**src/sv/dcsl_pkg.sv**
```systemverilog
package dcsl_pkg;

  localparam logic signed [15:0] CONTROL_LIMIT = 16'sd1000;
  localparam logic signed [15:0] BRAKE_LIMIT   = 16'sd1000;
  localparam logic signed [15:0] CONTROL_MIN   = -CONTROL_LIMIT;
  localparam logic signed [15:0] BRAKE_MIN     = 16'sd0;

  localparam logic [1:0] OP_EVAL    = 2'd0;
  localparam logic [1:0] OP_NOTE    = 2'd1;
  localparam logic [1:0] OP_RESTART = 2'd2;

  localparam logic [1:0] DEC_ACCEPT  = 2'd0;
  localparam logic [1:0] DEC_NOT_CFG = 2'd1;
  localparam logic [1:0] DEC_LIMITER = 2'd2;

  localparam logic [1:0] DET_NONE     = 2'd0;
  localparam logic [1:0] DET_NOT_CFG  = 2'd1;
  localparam logic [1:0] DET_RANGE    = 2'd2;
  localparam logic [1:0] DET_TOO_SOON = 2'd3;

  localparam logic [2:0] REG_ENABLE       = 3'd0;
  localparam logic [2:0] REG_THR_LIMITS   = 3'd1;
  localparam logic [2:0] REG_STEER_LIMITS = 3'd2;
  localparam logic [2:0] REG_BRAKE_LIMITS = 3'd3;
  localparam logic [2:0] REG_THR_STEPS    = 3'd4;
  localparam logic [2:0] REG_STEER_STEPS  = 3'd5;
  localparam logic [2:0] REG_MIN_INTERVAL = 3'd6;

  typedef struct packed {
    logic        enable;
    logic [31:0] thr_lim;
    logic [31:0] str_lim;
    logic [31:0] brk_lim;
    logic [31:0] thr_steps;
    logic [31:0] str_steps;
    logic [15:0] min_interval;
  } cfg_t;

  typedef struct packed {
    logic [31:0]        last_time;
    logic               has_history;
    logic signed [15:0] last_throttle;
    logic signed [15:0] last_steer;
  } hist_t;

  typedef struct packed {
    logic               accepted;
    logic [1:0]         decision;
    logic [1:0]         detail;
    logic signed [15:0] throttle;
    logic signed [15:0] steer;
  } verdict_t;

  function automatic logic pair_ok(input logic [31:0] r, input logic signed [15:0] lo,
                                   input logic signed [15:0] hi);
    logic signed [15:0] mn;
    logic signed [15:0] mx;
    mn = signed'(r[15:0]);
    mx = signed'(r[31:16]);
    return (mn >= lo) && (mx <= hi) && (mn <= mx);
  endfunction

  function automatic logic in_pair(input logic signed [15:0] v, input logic [31:0] r);
    logic signed [15:0] mn;
    logic signed [15:0] mx;
    mn = signed'(r[15:0]);
    mx = signed'(r[31:16]);
    return (v >= mn) && (v <= mx);
  endfunction

endpackage

```
**src/sv/dcsl_cfg_regs.sv**
```systemverilog
module dcsl_cfg_regs
  import dcsl_pkg::*;
(
  input  logic        clk,
  input  logic        rst,
  input  logic        cfg_valid,
  input  logic        cfg_ready,
  input  logic [2:0]  cfg_index,
  input  logic [31:0] cfg_data,
  output cfg_t        cfg
);

  always_ff @(posedge clk) begin
    if (rst) begin
      cfg <= '0;
    end else if (cfg_valid && cfg_ready) begin
      case (cfg_index)
        REG_ENABLE:       cfg.enable       <= cfg_data[0];
        REG_THR_LIMITS:   cfg.thr_lim      <= cfg_data;
        REG_STEER_LIMITS: cfg.str_lim      <= cfg_data;
        REG_BRAKE_LIMITS: cfg.brk_lim      <= cfg_data;
        REG_THR_STEPS:    cfg.thr_steps    <= cfg_data;
        REG_STEER_STEPS:  cfg.str_steps    <= cfg_data;
        REG_MIN_INTERVAL: cfg.min_interval <= cfg_data[15:0];
        default: begin
        end
      endcase
    end
  end

endmodule

```
**src/sv/dcsl_step.sv**
```systemverilog
module dcsl_step
  import dcsl_pkg::*;
(
  input  logic signed [15:0] cur,
  input  logic signed [15:0] tgt,
  input  logic [15:0]        rise,
  input  logic [15:0]        fall,
  output logic signed [15:0] nxt
);

  logic               returning;
  logic [15:0]        step;
  logic signed [17:0] cur_x;
  logic signed [17:0] tgt_x;
  logic signed [17:0] step_x;
  logic signed [17:0] up;
  logic signed [17:0] dn;

  // A move is returning when it heads to zero, crosses zero, or shrinks toward zero.
  assign returning = (tgt == 16'sd0) ||
                     ((cur != 16'sd0) && (cur[15] != tgt[15])) ||
                     (!tgt[15] ? (tgt < cur) : (tgt > cur));
  assign step   = returning ? fall : rise;
  assign cur_x  = signed'({{2{cur[15]}}, cur});
  assign tgt_x  = signed'({{2{tgt[15]}}, tgt});
  assign step_x = signed'({2'b00, step});
  assign up     = cur_x + step_x;
  assign dn     = cur_x - step_x;

  always_comb begin
    if ((step == 16'd0) || (cur == tgt)) begin
      nxt = tgt;
    end else if (cur < tgt) begin
      nxt = (up > tgt_x) ? tgt : up[15:0];
    end else begin
      nxt = (dn < tgt_x) ? tgt : dn[15:0];
    end
  end

endmodule

```
**src/sv/dcsl_eval.sv**
```systemverilog
module dcsl_eval
  import dcsl_pkg::*;
(
  input  cfg_t               cfg,
  input  hist_t              hist,
  input  logic [31:0]        now_ms,
  input  logic signed [15:0] thr,
  input  logic signed [15:0] str,
  input  logic signed [15:0] brk,
  output verdict_t           verdict
);

  logic               configured;
  logic               in_range;
  logic               too_soon;
  logic               reversal;
  logic signed [15:0] thr_tgt;
  logic signed [15:0] thr_next;
  logic signed [15:0] str_next;
  logic [31:0]        elapsed;

  assign configured = cfg.enable &&
                      pair_ok(cfg.thr_lim, CONTROL_MIN, CONTROL_LIMIT) &&
                      pair_ok(cfg.str_lim, CONTROL_MIN, CONTROL_LIMIT) &&
                      pair_ok(cfg.brk_lim, BRAKE_MIN, BRAKE_LIMIT);

  assign in_range = (thr >= CONTROL_MIN) && (thr <= CONTROL_LIMIT) &&
                    (str >= CONTROL_MIN) && (str <= CONTROL_LIMIT) &&
                    (brk >= BRAKE_MIN) && (brk <= BRAKE_LIMIT) &&
                    in_pair(thr, cfg.thr_lim) && in_pair(str, cfg.str_lim) &&
                    in_pair(brk, cfg.brk_lim);

  assign elapsed  = now_ms - hist.last_time;
  assign too_soon = hist.has_history && (cfg.min_interval != 16'd0) &&
                    (elapsed < {16'd0, cfg.min_interval});

  // A throttle sign reversal parks the throttle at zero first.
  assign reversal = (hist.last_throttle != 16'sd0) && (thr != 16'sd0) &&
                    (hist.last_throttle[15] != thr[15]);
  assign thr_tgt  = reversal ? 16'sd0 : thr;

  dcsl_step u_thr_step (
    .cur  (hist.last_throttle),
    .tgt  (thr_tgt),
    .rise (cfg.thr_steps[15:0]),
    .fall (cfg.thr_steps[31:16]),
    .nxt  (thr_next)
  );

  dcsl_step u_str_step (
    .cur  (hist.last_steer),
    .tgt  (str),
    .rise (cfg.str_steps[15:0]),
    .fall (cfg.str_steps[31:16]),
    .nxt  (str_next)
  );

  always_comb begin
    verdict.accepted = 1'b0;
    verdict.decision = DEC_ACCEPT;
    verdict.detail   = DET_NONE;
    verdict.throttle = thr;
    verdict.steer    = str;
    if (!configured) begin
      verdict.decision = DEC_NOT_CFG;
      verdict.detail   = DET_NOT_CFG;
    end else if (!in_range) begin
      verdict.decision = DEC_LIMITER;
      verdict.detail   = DET_RANGE;
    end else if (too_soon) begin
      verdict.decision = DEC_LIMITER;
      verdict.detail   = DET_TOO_SOON;
    end else begin
      verdict.accepted = 1'b1;
      if (hist.has_history) begin
        verdict.throttle = thr_next;
        verdict.steer    = str_next;
      end
    end
  end

endmodule

```
**src/sv/drive_command_slew_limiter.sv**
```systemverilog
// A request is held in the request register and its result in the result register;
// one request per cycle unless a stalled result holds the flow; those two registers
// are the two stages, with the whole evaluation in the logic between them.
// Note and restart requests update the history and produce no result.
// Reset (synchronous, active high) clears the configuration, history and valid flags.
module drive_command_slew_limiter
  import dcsl_pkg::*;
(
  input  logic               clk,
  input  logic               rst,
  input  logic               cmd_valid,
  output logic               cmd_stall,
  input  logic [1:0]         op,
  input  logic [31:0]        now_ms,
  input  logic signed [15:0] throttle_cmd,
  input  logic signed [15:0] steer_cmd,
  input  logic signed [15:0] brake_cmd,
  output logic               res_valid,
  input  logic               res_stall,
  output logic               accepted,
  output logic [1:0]         decision,
  output logic [1:0]         detail,
  output logic signed [15:0] throttle_out,
  output logic signed [15:0] steer_out,
  output logic signed [15:0] brake_out,
  input  logic               cfg_valid,
  output logic               cfg_ready,
  input  logic [2:0]         cfg_index,
  input  logic [31:0]        cfg_data
);

  cfg_t               cfg;
  hist_t              hist;
  verdict_t           verdict;
  logic               s1_valid;
  logic [1:0]         s1_op;
  logic [31:0]        s1_now;
  logic signed [15:0] s1_thr;
  logic signed [15:0] s1_str;
  logic signed [15:0] s1_brk;
  logic               s1_adv;
  logic               s1_eval;

  assign cfg_ready = 1'b1;

  dcsl_cfg_regs u_cfg (
    .clk       (clk),
    .rst       (rst),
    .cfg_valid (cfg_valid),
    .cfg_ready (cfg_ready),
    .cfg_index (cfg_index),
    .cfg_data  (cfg_data),
    .cfg       (cfg)
  );

  dcsl_eval u_eval (
    .cfg     (cfg),
    .hist    (hist),
    .now_ms  (s1_now),
    .thr     (s1_thr),
    .str     (s1_str),
    .brk     (s1_brk),
    .verdict (verdict)
  );

  assign s1_eval   = s1_valid && (s1_op == OP_EVAL);
  assign s1_adv    = s1_valid && (!s1_eval || !res_valid || !res_stall);
  assign cmd_stall = s1_valid && !s1_adv;

  always_ff @(posedge clk) begin
    if (rst) begin
      s1_valid <= 1'b0;
    end else if (!cmd_stall) begin
      s1_valid <= cmd_valid;
    end
  end

  always_ff @(posedge clk) begin
    if (cmd_valid && !cmd_stall) begin
      s1_op  <= op;
      s1_now <= now_ms;
      s1_thr <= throttle_cmd;
      s1_str <= steer_cmd;
      s1_brk <= brake_cmd;
    end
  end

  always_ff @(posedge clk) begin
    if (rst) begin
      hist <= '0;
    end else if (s1_adv) begin
      case (s1_op)
        OP_NOTE: begin
          hist.last_time     <= s1_now;
          hist.last_throttle <= s1_thr;
          hist.last_steer    <= s1_str;
          hist.has_history   <= 1'b1;
        end
        OP_RESTART: begin
          hist.last_time     <= s1_now;
          hist.last_throttle <= 16'sd0;
          hist.last_steer    <= 16'sd0;
          hist.has_history   <= 1'b0;
        end
        default: begin
        end
      endcase
    end
  end

  always_ff @(posedge clk) begin
    if (rst) begin
      res_valid <= 1'b0;
    end else if (s1_adv && s1_eval) begin
      res_valid <= 1'b1;
    end else if (!res_stall) begin
      res_valid <= 1'b0;
    end
  end

  always_ff @(posedge clk) begin
    if (s1_adv && s1_eval) begin
      accepted     <= verdict.accepted;
      decision     <= verdict.decision;
      detail       <= verdict.detail;
      throttle_out <= verdict.throttle;
      steer_out    <= verdict.steer;
      brake_out    <= s1_brk;
    end
  end

endmodule

```
**config.mk**
```make
export PLATFORM = sky130hd
export DESIGN_NAME = drive_command_slew_limiter
export DESIGN_NICKNAME = d
export VERILOG_FILES = /design/src/sv/dcsl_pkg.sv /design/src/sv/dcsl_cfg_regs.sv /design/src/sv/dcsl_step.sv /design/src/sv/dcsl_eval.sv /design/src/sv/drive_command_slew_limiter.sv
export SDC_FILE = /design/constraint.sdc
export NUM_CORES = 1
export LEC_CHECK = 0
export CAP_MARGIN = 0
export CORE_UTILIZATION = 50
export CTS_BUF_LIST = sky130_fd_sc_hd__clkbuf_4 sky130_fd_sc_hd__clkbuf_8 sky130_fd_sc_hd__clkbuf_16
export DETAILED_ROUTE_END_ITERATION = 10
export DONT_BUFFER_PORTS = 1
export PLACE_DENSITY = 0.63
export RECOVER_POWER = 100
export SYNTH_ARGS = -nofsm -noshare
export SYNTH_HDL_FRONTEND = slang
export SYNTH_SLANG_ARGS = --single-unit
```
**constraint.sdc**
```tcl
create_clock -name clk -period 20.8 [get_ports clk]
set_input_delay 1.04 -clock clk [delete_from_list [all_inputs] [get_ports clk]]
set_output_delay 1.04 -clock clk [all_outputs]
set_load 0.02 [all_outputs]
```
# == After elaboration in Yosys (flattened, before gate mapping) ==
# Cells that the tools add are included.
# totals
reg_bits,379
inputBits,122
output_inout_bits,56
# op_classes
addsub,5
n_reduce_logical,64
n_lt_le_gt_ge,32
n_mux,23
n_eq_ne,14
# ops
cell,n
two-way mux 16 bit,11
case mux 65 bit (2 select lines),1
two-way mux 32 bit,4
<= comparator 16 x 11 -> 1 bit (second input constant),6
<= comparator 16 bit,6
greater-or-equal comparator 16 x 11 -> 1 bit (second input constant),4
logical NOT 16 bit,4
< comparator 16 bit,4
nonzero test 16 bit,4
greater-or-equal comparator 16 bit,3
adder 16 x 17 -> 18 bit,2
> comparator 18 x 16 -> 1 bit,2
< comparator 18 x 16 -> 1 bit,2
subtractor 16 x 17 -> 18 bit,2
equality test 16 bit,2
greater-or-equal comparator 16 x 1 -> 1 bit (second input constant),2
> comparator 16 bit,2
< comparator 32 x 16 -> 1 bit,1
subtractor 32 bit,1
logical AND 1 bit,31
AND reduction 2 bit,9
equality test 3 bit (second input constant),3
logical OR 1 bit,8
two-way mux 4 bit,2
other kinds (11),22

# == Longest topological paths before layout ==
# Gate-level depths: netlist of the first run.
# depth
ltp_word,18
depth_mapped,39

# == Cells and area by module ==
# Synthesis of the first run repeated with hierarchy kept, for this count alone.
# hier_totals
cells_unflattened,2980
hier_area_um2,28147.0
# modules_own_cells
mod,cells_per_inst,area_per_inst_um2,n_inst
dcsl_eval,981,7123.1,1
dcsl_cfg_regs,618,6979.2,1
drive_command_slew_limiter,450,6830.3,1
dcsl_step at u_eval.u_str_step,468,3637.2,1
dcsl_step at u_eval.u_thr_step,463,3577.2,1

# == Worst setup path before layout of the first run ==
# No wires, ideal clock.
# synth_timing
path_kind,reg2reg
start,reg s1_thr[13]
end,reg throttle_out[9] (data pin)
path_buffers,4
setup_ps,261
t_required_ps,20539
slack_ps,11849
path_stages_with_launch,39
t_arrival_ps,8691
synth_period_minus_slack_ps,8951
cell_sequence,edfxtp_1 or4_1 nor3_1 and3_1 nand2b_1 clkbuf_1 nand2_1 ha_1 and2_1 a221o_1 a221oi_1 a21oi_1 o21a_1 o22ai_1 clkbuf_1 mux2_2 ha_1 fa_1 [... 3 more ...] o21a_1 o21ai_0 a21oi_1 a21oi_1 o21bai_1 a21oi_1 xnor2_1 ha_1 nand4_1 or4_1 nor2_1 a21oi_1 o21ai_1 clkbuf_1 clkbuf_1 nor2_1 o31ai_1 o2bb2ai_1
# synth_rtl
item,line,source
from (decl),drive_command_slew_limiter.sv:38,logic signed [15:0] s1_thr;
from (signal assigned),drive_command_slew_limiter.sv:82,s1_thr <= throttle_cmd;
to (signal assigned),drive_command_slew_limiter.sv:126,throttle_out <= verdict.throttle;
to (decl),drive_command_slew_limiter.sv:23,"output logic signed [15:0] throttle_out,"

==> flow_metrics.py, run 1 <==
metrics = {
    "timing": {
        "fin_skew_ns": 0.0272,
        "finalMaxSlewViolations": 279,
        "setup_viol": 0,
        "rsz0062_at_grt": "false",
        "hold_viol": 0,
        "worst_pin_slew_ns": 3.46,
        "min_period_ns": 10.74,
        "tns_ns": 0,
        "timing.final.crit_share": 0.516,
        "maxClockFrequency_ghz": 0.0931,
        "slew_headroom": -1.31,
    },
    "synth": {
        "ys_async_sr_fraction": 0,
        "synth.area.top_cells": "dfxtp_1 (19%), ha_1 (18%), edfxtp_1 (15%)",
        "synth_top_area_share": 0.188,
        "postSynthCellCount": 3111,
        "avgSynthCellArea_um2": 8.36,
        "syn_nets": 3604,
        "synth-edff-count": 134,
        "ys_ff_latch": 378,
        "yosysSeqAreaShare": 0.343,
        "yosys_warnings": 0,
        "synth-main-ff-cell": "dfxtp_1",
        "syn-cell-area_um2": 26000,
        "synth_cell_types": 83,
        "synth_top_cell_by_area": "dfxtp_1",
    },
    "worst_setup_path": {
        "cp_num_buf_inv": 2,
        "startpoint_type": "flop",
        "endpoint_kind": "flop",
        "crit_cells": 37,
        "critPathKind": "reg2reg",
        "cpMaxStageDelayCell": "clkbuf_1",
        "worstRegToRegCells": 37,
        "critPathTopFamily": "compound AO/OA/AOI/OAI gates",
        "cpPeakStageDelay_ns": 0.78,
        "critPathArrivalTime_ns": 11.07,
        "cp_common_cell": "a21oi_1",
        "cp_max_fo": 25,
        "cp_data_required_time_ns": 21.13,
    },
    "place": {
        "placed_area_um2": 26600,
        "io_buffer_count": 0,
        "dp_cells": 3687,
        "dpl.hpwl_um": 62900,
        "routabilityCongestion": 0.935,
    },
    "finish": {
        "fin_area_um2": 28100,
        "num-fill-cells": 4762,
        "post-route-util": 0.547,
        "fin_nets": 3547,
        "stdcell_count": 3773,
        "area_delta_synth_final_pct": 7.96,
        "layout-drive-gt1-share": 0.0492,
    },
    "power": {
        "ir_drop_v": 0.0000741,
        "leakage_uw": 0.0110,
        "power.density_nw_per_um2": 76.5,
        "finalPower_uw": 2150,
    },
    "floorplanning": {
        "die_area_um2": 52900,
        "io_pins": 178,
        "start_util": 0.507,
        "die_h_um": 230,
        "row_count": 83,
        "coreArea_um2": 51300,
        "die_x_um": 230,
    },
    "route": {
        "vias_per_cell": 6.01,
        "dr.pass1.iters": 5,
        "antenna_left": 0,
        "drtIter0Drc": 1863,
        "dr_total_vias": 22700,
        "wire_per_inst_um": 21.9,
        "wirelength_um": 82800,
        "drc": 0,
    },
    "clock_network": {
        "cts.sink_count": 378,
        "post_cts_resize_count": 0,
        "post-cts-setup-buffers": 0,
        "ctsRootBufferMaster": "clkbuf_16",
        "cts_hold_buf": 0,
        "cts_tree": "built",
        "cts.clk_slew.worst_paths_ns": 0.06,
        "cts-buffers-inserted": 45,
        "htreeDepth": 2,
        "clk_latency_ns": 0.61,
        "cts_buffer_depth": 3,
    },
    "grt": {
        "grt_pass1_wl_um": 126000,
        "grt_usage": 0.308,
        "grt_max_degree": 245,
        "grt-ovfl-total": 0,
        "antenna_found_initial": 2,
        "grt_pass1_vias": 21600,
    },
    "flow_run": {
        "max-cap-violations": 6,
    },
    "worst_hold_path": {
        "hold_path.class": "reg2reg",
        "hold_path_depth": 2,
    },
    "status": {
        "violations": "max-capacitance violations, max-slew violations",
        "run_status": "finished with violations",
    },
}
-- per-layer routing --
layer | wire [um] | global-route usage | part of all wire | vias to the layer above
li1 | - | - | - | 11000
met1 | 36400 | 0.412 | 0.44 | 10800
met2 | 37500 | 0.497 | 0.45 | 767
met3 | 6170 | 0.0598 | 0.075 | 154
met4 | 2760 | 0.106 | 0.033 | 0
met5 | 0 | 0 | 0 | -
-- power by group --
part / switching [uW] / internal (uW) / total [uW]
logic: 299 / 191 / 489
clock network: 350 / 487 / 837
registers: 30.1 / 791 / 821
total: 679 / 1470 / 2150
-- registers in the layout, indices dropped and copies added (netlist names) --
register / count
res_valid: 1
brake_out: 16
throttle_out: 16
s1_valid: 1
s1_str: 16
s1_thr: 16
accepted: 1
s1_now: 32
detail: 1
s1_op: 2
hist: 65
u_cfg.cfg: 177
decision: 2
steer_out: 16
s1_brk: 16
-- synthesized netlist by cell type, types with 22 or more instances --
cell and number:
inv_1 260, ha_1 366, mux2_2 33, nor4_1 41, o21bai_1 22, nor2_1 135, clkbuf_1 109, nor3_1 69
xor2_1 23, o21a_1 24, nor2b_1 34, a211oi_1 22, dfxtp_1 244, a21oi_1 389, a21o_1 51, o21ai_0 97
nand4_1 60, edfxtp_1 134, nand3_1 36, xnor2_1 58, o31ai_1 22, nand2_1 559
-- area by class of cell --
type	instances	area, um2	area share
multi-input combinational	2353	15700	0.558
antenna	2	5.00	0.000178
sequential	378	8910	0.317
clock buffer	59	1310	0.0466
tap	680	851	0.0303
clock inverter	25	270	0.00963
timing repair buffer	16	93.8	0.00334
inverter	260	976	0.0348
-- kinds of logic (layout without fill, tap and decap cells) --
group	count (synthesis)	in the layout	synth area share
buffers and inverters	380	360	0.0557
other	1	3	0.000144
flip-flops	378	378	0.343
XOR/XNOR	81	81	0.0273
AO/OA/AOI/OAI	805	805	0.191
multiplexers	43	43	0.0181
AND/OR/NAND/NOR	1052	1052	0.185
adder cells (fa/ha/maj)	371	371	0.180
-- path summary, 6_finish.rpt --
check        startpoint                to  slack (ns)
max reg2reg    hist[27]  throttle_out[13]       10.06
max            hist[27]  throttle_out[13]       10.06
min reg2reg    hist[53]          hist[53]        0.45
min            hist[53]          hist[53]        0.45
-- stage by stage --
step	setup slack, ns	hold slack (ns)
after floorplan	11.85	0.436
after global placement	11.50	0.436
after detailed placement	11.36	0.442
after CTS	11.31	0.450
after global routing	9.11	0.464
final	10.06	0.449
-- placed cells by master (no fill, tap or decap), drive strengths merged, types with 41 or more instances in the layout --
| master | netlist | routed |
|---|---|---|
| nand2 | 560 | 560 |
| a21oi | 389 | 389 |
| ha | 366 | 366 |
| inv | 260 | 262 |
| dfxtp | 244 | 244 |
| nor2 | 135 | 135 |
| edfxtp | 134 | 134 |
| o21ai | 104 | 104 |
| nor3 | 69 | 69 |
| clkbuf | 109 | 66 |
| nand4 | 60 | 60 |
| xnor2 | 58 | 58 |
| a21o | 51 | 51 |
| nor4 | 41 | 41 |
-- worst min-delay path, delay by kind of cell (launching register included) --
family,cells,cell delay [ns]
DFF,1,0.31
and+or+nand+nor,1,0.05
AOI/OAI and AO/OA,1,0.05
Note: power is estimated with default switching activity, not from simulation.
==> run 2: changes to the inputs <==
--- a/config.mk
+++ b/config.mk
@@ -10,7 +10,7 @@
 export CTS_BUF_LIST = sky130_fd_sc_hd__clkbuf_4 sky130_fd_sc_hd__clkbuf_8 sky130_fd_sc_hd__clkbuf_16
 export DETAILED_ROUTE_END_ITERATION = 10
 export DONT_BUFFER_PORTS = 1
-export PLACE_DENSITY = 0.63
+export PLACE_DENSITY = 0.66
 export RECOVER_POWER = 100
 export SYNTH_ARGS = -nofsm -noshare
 export SYNTH_HDL_FRONTEND = slang
==> constraint.sdc (replaced) <==
create_clock -name clk -period 9 [get_ports clk]
set_input_delay 0.45 -clock clk [delete_from_list [all_inputs] [get_ports clk]]
set_output_delay 0.45 -clock clk [all_outputs]
set_load 0.02 [all_outputs]
==> run 2 against run 1 <==
  * The flow still finishes with violations (max-capacitance violations, max-slew violations)
  * Critical path type unchanged
  * Fmax increased by 25%
  * Power increased by 130%
  * Sequential share of layout area decreased by 1.7 points
  * Hold slack got worse by 0.44 ns
  * Register-to-register slack got worse by 9.7 ns
  * Flip-flop and latch count unchanged
==> flow_metrics.py, run 2 (synthesis gave the netlist of run 1 again) <==
metrics = {
    "route": {
        "wire_per_inst_um": 21.6,
        "wirelength_um": 85300,
        "vias_per_cell": 5.97,
        "dr_total_vias": 23600,
        "drc": 0,
        "antenna_left": 0,
        "dr.pass1.iters": 6,
        "drtIter0Drc": 1872,
    },
    "clock_network": {
        "cts.sink_count": 378,
        "cts_tree": "built",
        "ctsRootBufferMaster": "clkbuf_16",
        "htreeDepth": 2,
        "cts_buffer_depth": 3,
        "post-cts-setup-buffers": 0,
        "clk_latency_ns": 0.61,
        "cts-buffers-inserted": 44,
        "cts.clk_slew.worst_paths_ns": 0.06,
    },
    "floorplanning": {
        "die_area_um2": 52900,
        "die_h_um": 230,
        "io_pins": 178,
        "start_util": 0.507,
        "die_x_um": 230,
        "row_count": 83,
        "coreArea_um2": 51300,
    },
    "worst_hold_path": {
        "hold_path.class": "in2reg",
    },
    "worst_setup_path": {
        "cpPeakStageDelay_ns": 0.50,
        "worstRegToRegCells": 36,
        "endpoint_kind": "flop",
        "cp_max_fo": 8,
        "critPathLaunch": "s1_thr[11]",
        "startpoint_type": "flop",
        "critPathArrivalTime_ns": 8.95,
        "critPathKind": "reg2reg",
        "rr_endpoint": "throttle_out[0]",
        "rrSetupSlack_ns": 0.38,
        "cp_data_required_time_ns": 9.33,
        "cpMaxStageDelayCell": "or4_1",
        "rr_startpoint": "s1_thr[11]",
        "cp-endpoint": "throttle_out[0]",
    },
    "timing": {
        "hold_viol": 0,
        "min_period_ns": 8.62,
        "finalMaxSlewViolations": 303,
        "tns_ns": 0,
        "rsz0062_at_grt": "false",
        "maxClockFrequency_ghz": 0.116,
        "whs_ns": 0.0124,
        "setup_viol": 0,
        "worst_pin_slew_ns": 4.06,
        "fin_skew_ns": 0.0343,
        "slew_headroom": -1.71,
        "timing.final.crit_share": 0.957,
    },
    "finish": {
        "most-common-layout-cells": "nand2_1 (558), a21oi_1 (388), ha_1 (366), inv_1 (260), dfxtp_1 (244)",
        "fin_nets": 3714,
        "regMostFlops": "u_cfg.cfg",
        "area_delta_synth_final_pct": 14.0,
        "post-route-util": 0.578,
        "layout_commonest_cell": "nand2_1",
        "largest_reg_flops": 177,
        "largestRegisters": "u_cfg.cfg x177, hist x65, s1_now x32",
        "stdcell_count": 3944,
        "layout-drive-gt1-share": 0.0632,
    },
    "power": {
        "leakage_uw": 0.0117,
        "ir_drop_v": 0.000167,
        "finalPower_uw": 5040,
        "power.density_nw_per_um2": 170,
    },
    "place": {
        "dpl.hpwl_um": 62500,
        "dp_cells": 3738,
        "io_buffer_count": 0,
        "routabilityCongestion": 0.942,
    },
    "flow_run": {
        "max-cap-violations": 6,
    },
    "grt": {
        "grt_pass1_wl_um": 130000,
        "grt-ovfl-total": 0,
        "antenna_found_initial": 7,
        "grt_pass1_vias": 22600,
        "grt_usage": 0.316,
        "grt_max_degree": 220,
    },
    "status": {
        "run_status": "finished with violations",
        "violations": "max-capacitance violations, max-slew violations",
    },
}
## run 2: timing repair
item                                   4_1_cts  5_1_grt
gates resized for setup                      0        6
hold buffers                               117        0
setup endpoints to repair                    0       16
endpoints found under the hold margin      316        0
## run 2: cell type report
class	count	area (um2)
antenna	7	17.5
clock buffer	67	1390
clock inverter	15	146
fill	4666	21600
inverter	260	976
multi-input combinational	2353	15700
sequential	378	8910
tap	680	851
timing repair buffer	184	1680
## run 2: worst min-delay path by stage
stage / start / endpoint / cells past startpoint
2_1_floorplan: hist[34] / hist[34] / 2
3_3_place_gp: hist[45] / hist[45] / 2
3_5_place_dp: hist[55] / hist[55] / 2
4_1_cts: cfg_data[19] / u_cfg.cfg[35] / 2
5_1_grt: cfg_data[21] / u_cfg.cfg[37] / 2
6_report: cfg_data[2] / u_cfg.cfg[18] / 2
## run 2: per-layer routing
metal	vias up	wire, um	track usage
li1	11300	-	-
met1	11300	37600	0.426
met2	827	38700	0.516
met3	159	5910	0.0438
met4	4	3060	0.109
met5	-	25	0
## run 2: critical path: cells and delay by family, from the launching register on
family,cells,cell delay (ns)
AOI/OAI and AO/OA,16,3.08
and+or+nand+nor,11,2.61
adders and majority gates,3,0.94
buffers and inverters,3,0.65
DFF,1,0.48
muxes,2,0.47
xor gates and xnor gates,1,0.13
## run 2: where the power goes
part,switching [uW],internal [uW]
clock,793,1090
combinational,771,504
sequential,55.1,1830
## run 2: stage by stage
step	setup WS, ns	cell area, um2
after global placement	0.426	26900
after global routing	0.00410	29700
after floorplan	0.0488	26000
final	0.384	29700
after detailed placement	0.254	26900
after CTS	0.229	29700
